`src/sv/bcss_pkg.sv`:
```
// package: shared types and constants for the box center-surround saliency block
package bcss_pkg;

  localparam int CfgMapWidth  = 0;
  localparam int CfgMapHeight = 1;
  localparam int CfgBoxLeft   = 2;
  localparam int CfgBoxTop    = 3;
  localparam int CfgBoxWidth  = 4;
  localparam int CfgBoxHeight = 5;

  localparam int SumBits  = 40;
  localparam int AreaBits = 25;
  localparam int ProdBits = 66;

  typedef struct packed {
    logic [SumBits-1:0]  inner_sum;
    logic [SumBits-1:0]  outer_sum;
    logic [AreaBits-1:0] inner_area;
    logic [AreaBits-1:0] outer_area;
  } frame_job_t;

  typedef enum logic [1:0] {
    BK_IDLE,
    BK_MUL,
    BK_DIV,
    BK_DONE
  } back_state_t;

endpackage

```
`src/sv/bcss_front.sv`:
```
// front end: raster position, box tests and the two running sums
module bcss_front #(
  parameter int MAX_DIM    = 4096,
  parameter int PIXEL_BITS = 8
) (
  input  logic                  clk,
  input  logic                  rst,
  input  logic                  in_valid,
  output logic                  in_ready,
  input  logic [7:0]            pixel,
  input  logic                  frame_start,
  input  logic [12:0]           map_width,
  input  logic [12:0]           map_height,
  input  logic [11:0]           box_left,
  input  logic [11:0]           box_top,
  input  logic [12:0]           box_width,
  input  logic [12:0]           box_height,
  output logic                  job_valid,
  input  logic                  job_ready,
  output bcss_pkg::frame_job_t  job
);

  localparam int MD = MAX_DIM;

  logic [11:0] column_count, row_count;
  logic [bcss_pkg::SumBits-1:0] inner_sum, outer_sum;
  logic [13:0] w, h;
  logic [13:0] cil, cih, col, coh, ril, rih, rol, roh;
  logic [11:0] cc, rc;
  logic [bcss_pkg::SumBits-1:0] is0, os0, is1, os1;
  logic [15:0] pix;
  logic last_col, last_px, acc;

  function automatic logic [13:0] eff(input logic [12:0] v);
    if (v == 13'd0) return 14'd1;
    if ({1'b0, v} > 14'(MD)) return 14'(MD);
    return {1'b0, v};
  endfunction

  // spans along one axis: inner [ilo,ihi) and clipped surround [olo,ohi)
  function automatic logic [55:0] spans(input logic [11:0] s, input logic [12:0] l,
                                        input logic [13:0] lim);
    logic [13:0] e, ihi, olo, hi;
    logic [19:0] a, b, c;
    logic [20:0] s21;
    logic [41:0] pa, pc;
    e = {2'b0, s} + {1'b0, l};
    ihi = (e < lim) ? e : lim;
    if (ihi < {2'b0, s}) ihi = {2'b0, s};
    a = 20'(s) * 20'd100;
    b = 20'(l) * 20'd21;
    // divide by 100 as a multiply by ceil(2^27/100), exact for operands below 1.8e6
    pa = 42'(a - b) * 42'd1342178;
    olo = (a > b) ? 14'(pa >> 27) : 14'd0;
    s21 = 21'(a) + 21'(l) * 21'd121;
    pc = 42'(s21) * 42'd1342178;
    c = 20'(pc >> 27);
    hi = (c > 20'(lim)) ? lim : c[13:0];
    if (hi < olo) hi = olo;
    return {{2'b0, s}, ihi, olo, hi};
  endfunction

  always_comb begin
    w = eff(map_width);
    h = eff(map_height);
    {cil, cih, col, coh} = spans(box_left, box_width, w);
    {ril, rih, rol, roh} = spans(box_top, box_height, h);
    pix = 16'(pixel) & 16'((32'd1 << PIXEL_BITS) - 1);
    is0 = frame_start ? '0 : inner_sum;
    os0 = frame_start ? '0 : outer_sum;
    cc = frame_start ? 12'd0 : column_count;
    rc = frame_start ? 12'd0 : row_count;
    if ({2'b0, cc} >= w) cc = 12'd0;
    if ({2'b0, rc} >= h) rc = 12'd0;
    is1 = is0;
    os1 = os0;
    if ({2'b0, cc} >= cil && {2'b0, cc} < cih && {2'b0, rc} >= ril && {2'b0, rc} < rih)
      is1 = is0 + bcss_pkg::SumBits'(pix);
    if ({2'b0, cc} >= col && {2'b0, cc} < coh && {2'b0, rc} >= rol && {2'b0, rc} < roh)
      os1 = os0 + bcss_pkg::SumBits'(pix);
    last_col = ({2'b0, cc} + 14'd1) >= w;
    last_px  = last_col && (({2'b0, rc} + 14'd1) >= h);
  end

  // pixels stall while a finished frame still waits in the job slot
  assign in_ready = !job_valid || job_ready;
  assign acc = in_valid && in_ready;

  always_ff @(posedge clk) begin
    if (rst) begin
      column_count <= '0;
      row_count <= '0;
      inner_sum <= '0;
      outer_sum <= '0;
      job_valid <= 1'b0;
    end else begin
      job_valid <= (acc && last_px) || (job_valid && !job_ready);
      if (acc) begin
        if (last_px) begin
          column_count <= '0;
          row_count <= '0;
          inner_sum <= '0;
          outer_sum <= '0;
          job.inner_sum <= is1;
          job.outer_sum <= os1;
          job.inner_area <= bcss_pkg::AreaBits'(26'(cih - cil) * 26'(rih - ril));
          job.outer_area <= bcss_pkg::AreaBits'(26'(coh - col) * 26'(roh - rol));
        end else begin
          inner_sum <= is1;
          outer_sum <= os1;
          column_count <= last_col ? 12'd0 : cc + 12'd1;
          row_count <= last_col ? rc + 12'd1 : rc;
        end
      end
    end
  end

endmodule

```
`config.mk`:
```
export PLATFORM = sky130hd
export DESIGN_NAME = bcss_front
export DESIGN_NICKNAME = d
export VERILOG_FILES = /design/src/sv/bcss_pkg.sv /design/src/sv/bcss_front.sv
export SDC_FILE = /design/constraint.sdc
export NUM_CORES = 2
export LEC_CHECK = 0
export BUFFER_PORTS_ARGS = -buffer_cell sky130_fd_sc_hd__buf_4
export CORE_UTILIZATION = 35
export DETAILED_ROUTE_END_ITERATION = 8
export GPL_TIMING_DRIVEN = 0
export PLACE_DENSITY = 0.61
export SETUP_SLACK_MARGIN = 0.3
export SLEW_MARGIN = 20
export SYNTH_ARGS = -nofsm -noshare
export SYNTH_HDL_FRONTEND = slang
export SYNTH_SLANG_ARGS = --single-unit
```
`constraint.sdc`:
```
create_clock -name clk -period 36.9 [get_ports clk]
set_clock_uncertainty 0.1 [all_clocks]
set_input_delay 7.38 -clock clk [delete_from_list [all_inputs] [get_ports clk]]
set_output_delay 7.38 -clock clk [all_outputs]
set_load 0.005 [all_outputs]
```
Word level (Yosys, flattened, before mapping)
Cells that the tools add are included.
{"block": "word_totals", "wordCells": 117, "register_bits": 235}
{"block": "classes", "mux": 38, "order_cmp": 24, "reduce_logical": 17, "n_bitwise": 1, "addsub": 16, "n_mul": 12}
{"cell": "$mux W14", "count": 18}
{"cell": "$mux W40", "count": 6}
{"cell": "$mux W12", "count": 8}
{"cell": "$mul A42 B20 Y40 const B", "count": 2}
{"cell": "$mul A21 B20 Y41 const B", "count": 2}
{"cell": "$add A40 B8 Y40", "count": 2}
{"cell": "$ge A12 B14 Y1", "count": 4}
{"cell": "$lt A12 B14 Y1", "count": 4}
{"cell": "$lt A14 B14 Y1", "count": 4}
{"cell": "$mul A15 B15 Y25", "count": 2}
{"cell": "$add A19 B20 Y21", "count": 2}
{"cell": "$mul A13 B7 Y20 const B", "count": 2}
{"cell": "$sub A19 B18 Y20", "count": 2}
{"cell": "$gt A19 B18 Y1", "count": 2}
{"cell": "$mul A13 B5 Y18 const B", "count": 2}
{"cell": "$mul A12 B5 Y17 const B", "count": 2}
{"cell": "$gt A15 B14 Y1", "count": 2}
{"cell": "$sub A14 B12 Y15", "count": 2}
{"cell": "$sub A14 B14 Y15", "count": 2}
{"cell": "$add A12 B13 Y14", "count": 2}
{"cell": "$ge A13 B14 Y1", "count": 2}
{"cell": "$lt A14 B12 Y1", "count": 2}
{"cell": "$add A12 B1 Y13 const B", "count": 2}
{"cell": "$gt A13 B13 Y1 const B", "count": 2}
{"cell": "other kinds (9)", "count": 28}

Depth between registers and ports, before layout
{"block": "logic_depth", "depth_word": 15, "ltp_mapped": 108, "depth_no_buf": 103}

Worst setup path after synthesis
No wires, ideal clock.
{"block": "synth_path", "path_kind": "input-to-reg", "startpoint": "input box_left[2]", "endpoint": "register job[24] (netlist name), data pin", "path_slack_ns": 7.461, "n_path_buf": 2, "setup_time_ns": 0.260, "path_stages": 96, "arrival_time_ns": 29.079, "cell_sequence": "ha_1 > ha_1 > fa_1 > ha_1 > xor2_1 > ha_1 > inv_1 > fa_1 > inv_1 > fa_1 > ha_1 > inv_1 > o21bai_1 > a21oi_1 > o21bai_1 > a21oi_1 > o21bai_1 > a21oi_1 > (+60 left out) > fa_1 > inv_1 > fa_1 > inv_1 > fa_1 > fa_1 > fa_1 > inv_1 > fa_1 > inv_1 > ha_1 > o41ai_1 > o21ai_0 > o21a_1 > o21ai_0 > nand2b_1 > a31oi_1 > xnor2_1"}
{"block": "synth_via", "elab_chain_len": 9, "word_cells_on_any_way": 13, "classes_between": "3 x add/sub; 4 x mul; 3 x order compare; 3 x mux"}
{"item": "from (decl)", "line_no": "bcss_front.sv:14", "source": "input logic [11:0] box_left,"}
{"item": "$mul A12 B5 Y17 (*)", "line_no": "bcss_front.sv:50", "source": "a = 20'(s) * 20'd100;"}
{"item": "$add A19 B20 Y21", "line_no": "bcss_front.sv:55", "source": "s21 = 21'(a) + 21'(l) * 21'd121;"}
{"item": "$mul A21 B20 Y41", "line_no": "bcss_front.sv:56", "source": "pc = 42'(s21) * 42'd1342178;"}
{"item": "$gt A15 B14 Y1", "line_no": "bcss_front.sv:58", "source": "hi = (c > 20'(lim)) ? lim : c[13:0];"}
{"item": "$mux W14", "line_no": "bcss_front.sv:58"}
{"item": "$lt A14 B14 Y1", "line_no": "bcss_front.sv:59", "source": "if (hi < olo) hi = olo;"}
{"item": "$mux W14", "line_no": "bcss_front.sv:59"}
{"item": "$sub A14 B14 Y15 (*)", "line_no": "bcss_front.sv:107", "source": "job.outer_area <= bcss_pkg::AreaBits'(26'(coh - col) * 26'(roh - rol));"}
{"item": "$mul A15 B15 Y25 (*)", "line_no": "bcss_front.sv:107"}
{"item": "to (decl)", "line_no": "bcss_front.sv:20", "source": "output bcss_pkg::frame_job_t job"}
Every way passes the cells marked *; elsewhere a longest branch is shown, timed or not.
A chain may end at the register's enable or synchronous reset.

Worst setup path in the final report
{"block": "layout_path", "startpoint": "input box_left[1]", "endpoint": "register job[24] (netlist name), data pin"}
Same word-level chain as after synthesis.

==> run_results.csv <==
group,metric,value,unit
floorplan,start_util,35.29,%
drt,final_antenna_net_count,0,
grt,grt_pass1_wl,340800,µm
cts,clk_latency,0.61,ns
critical_path,cp.required,37.12,ns
critical_path,critPathSlowestCell,"fa_1",
timing,report.final.hold_viol_count,0,
run_status,outcome,"completed",
floorplan,core-area,217600,µm²
drt,drtIter0Drc,3449,
cells_and_area,area_delta_synth_final,8.630,%
logic_synthesis,yosys_warnings,0,
timing,clock.fmax,30.05,MHz
cells_and_area,stdcell_area,83410,µm²
cells_and_area,stdcell_count,11430,
cts,cts_buffer_depth,3,
cts,postCtsHoldBufs,0,
cells_and_area,nNetsFinal,11395,
logic_synthesis,synth_top_cell_area_share,29.96,%
cts,htreeDepth,1,
timing,post-route-min-period,33.27,ns
timing,relSlewSlack,15.68,%
timing,rsz0062_at_grt,"no",
floorplan,dieArea,221300,µm²
logic_synthesis,syn_inst,8276,
cts,cts_tree,"yes",
grt,grt_max_degree,26,
logic_synthesis,synth_top_cell_by_area,"fa_1",
logic_synthesis,synth_edf_count,130,
timing,setup_viol,0,
cts,cts_buffers,29,
drt,dr_total_vias,58237,
placement,dpl.hpwl,184500,µm
logic_synthesis,syn_area_per_cell,9.278,µm²
cells_and_area,multi_input_area,63650,µm²
timing,slew_violations,0,
floorplan,ioPinCount,221,
logic_synthesis,ys_top_cells_by_area,"fa_1, ha_1, inv_1, edfxtp_1, xnor2_1",
grt,grtUsageTotal,19.35,%
placement,portBuffers,220,
cts,clk_pin_slew_worst_paths,0.06,ns
floorplan,die_x,470.4,µm
cts,root_buffer,"clkbuf_16",
placement,placed_cell_area,82330,µm²
logic_synthesis,synthTopCellsByCount,"inv_1, ha_1, fa_1",
logic_synthesis,ys_ff_latch,235,
timing,worstMarginPinSlew,1.265,ns
critical_path,cp_max_fo,10,
cts,post-cts-setup-buffer-count,0,
drt,detail_route.first_pass.iterations,7,
floorplan,die_height,470.4,µm
drt,wl_per_cell,18.62,µm
grt,antenna_found_initial,7,
logic_synthesis,yosysMostFrequentCell,"inv_1",
timing,min_period_over_period,90.17,%
timing,whs,0.3544,ns
grt,grt_pass1_vias,61802,
floorplan,num_rows,171,
cts,cts_num_sinks,235,
critical_path,critPathArrivalTime,33.49,ns
logic_synthesis,ys.flop_type,"edfxtp_1",
cells_and_area,drive_above_1_share,5.144,%
cells_and_area,fillerInstances,21720,
drt,vias_per_cell,5.095,
critical_path,cp-start-kind,"input port",
logic_synthesis,ys_async_sr_fraction,0,%
critical_path,worstSetupPathType,"in -> reg",
flow_run,max-cap-violations,0,
cells_and_area,seqCellArea,6006,µm²
timing,fin_tns_setup,0,ns
drt,wl,212900,µm
worst_hold_path,min_path_type,"reg -> reg",
critical_path,max_stage_delay,0.57,ns
logic_synthesis,syn_area,76780,µm²
logic_synthesis,ys_types,101,
cts,ctsResizeCount,0,
drt,drc,0,
grt,grt_overflow,0,
placement,placedCellCount,11373,
logic_synthesis,synth_seq_area_share,7.822,%
critical_path,critPathCaptureType,"flop",
placement,gp_congestion,0.9417,
-- through the flow --
stage	util, %	setup slack [ns]
2_1_floorplan	-	7.461
3_3_place_gp	37.70	3.416
3_5_place_dp	37.84	3.104
4_1_cts	38.29	3.670
5_1_grt	38.33	2.005
6_report	38.33	3.626
-- state kept, by name, indices dropped and copies added, names as in the netlist --
| signal | flops |
|---|---|
| outer_sum | 40 |
| job_valid | 1 |
| column_count | 12 |
| job | 130 |
| row_count | 12 |
| inner_sum | 40 |
-- worst max-delay path: cells and delay by family --
kind            cells  cell delay [ns]
xor+xnor            5             1.68
buf+inv            10             1.90
compound gates     45             9.90
simple gates       10             1.93
fa+ha+maj          26            10.73
-- per-layer routing --
metal | vias to the layer above | part of all wire, % | GRT usage, %
met3 | 320 | 4.6 | 1.630
met1 | 28746 | 44 | 25.55
met5 | - | 0.019 | 0
met2 | 1519 | 48 | 33.37
li1 | 27646 | - | -
met4 | 6 | 3.5 | 5.921
-- cells by family (layout without fill, tap and decap cells) --
kind of cell / Yosys count / count (layout) / share of synthesized area, %
flops: 235 / 235 / 7.822
mux: 51 / 51 / 0.7219
compound gates: 1207 / 1207 / 10.38
fa+ha+maj: 2756 / 2756 / 56.14
xor+xnor: 412 / 412 / 4.718
other cells: 1 / 9 / 0.004884
simple gates: 1664 / 1664 / 10.65
buf+inv: 1950 / 2242 / 9.567
-- placed cells by master (no fill, tap or decap), types with 27 or more instances in the layout --
master and n:
nor3_1 92, mux2_2 34, a211oi_1 46, or3_1 40, xnor2_1 251, o21bai_1 55
a31oi_1 27, o31ai_1 35, nor4_1 29, nand2_1 551, edfxtp_1 130, dfxtp_1 105
nand4_1 63, inv_1 1801, clkbuf_16 29, or2_2 27, and3_1 49, nor2_1 317
xor2_1 138, and2_1 74, o21a_1 54, nand2b_1 100, a21o_1 162, o21ai_0 267
nand3_1 111, a21oi_1 311, nor2b_1 142, ha_1 1607, fa_1 1149, clkbuf_1 118
buf_4 236
-- final timing paths --
path,slack [ns],start,end,cells past startpoint
max,3.63,box_left[1],job[24],96
min,0.35,outer_sum[5],outer_sum[5],1
max reg2reg,28.09,row_count[1],inner_sum[30],30
min reg2reg,0.35,outer_sum[5],outer_sum[5],1
-- layout make-up --
cell class	instances	area share (%)
Antenna cell	3	0.009000
Buffer	144	0.6810
Clock buffer	31	0.8910
Clock inverter	23	0.3075
Inverter	1806	8.129
Multi-Input combinational cell	6096	76.31
Sequential cell	235	7.200
Tap cell	2854	4.281
Timing Repair Buffer	238	2.190
Power is left out: the tool's default activity adds up to more than one toggle a clock period on the data nets, which glitch-free logic cannot reach.
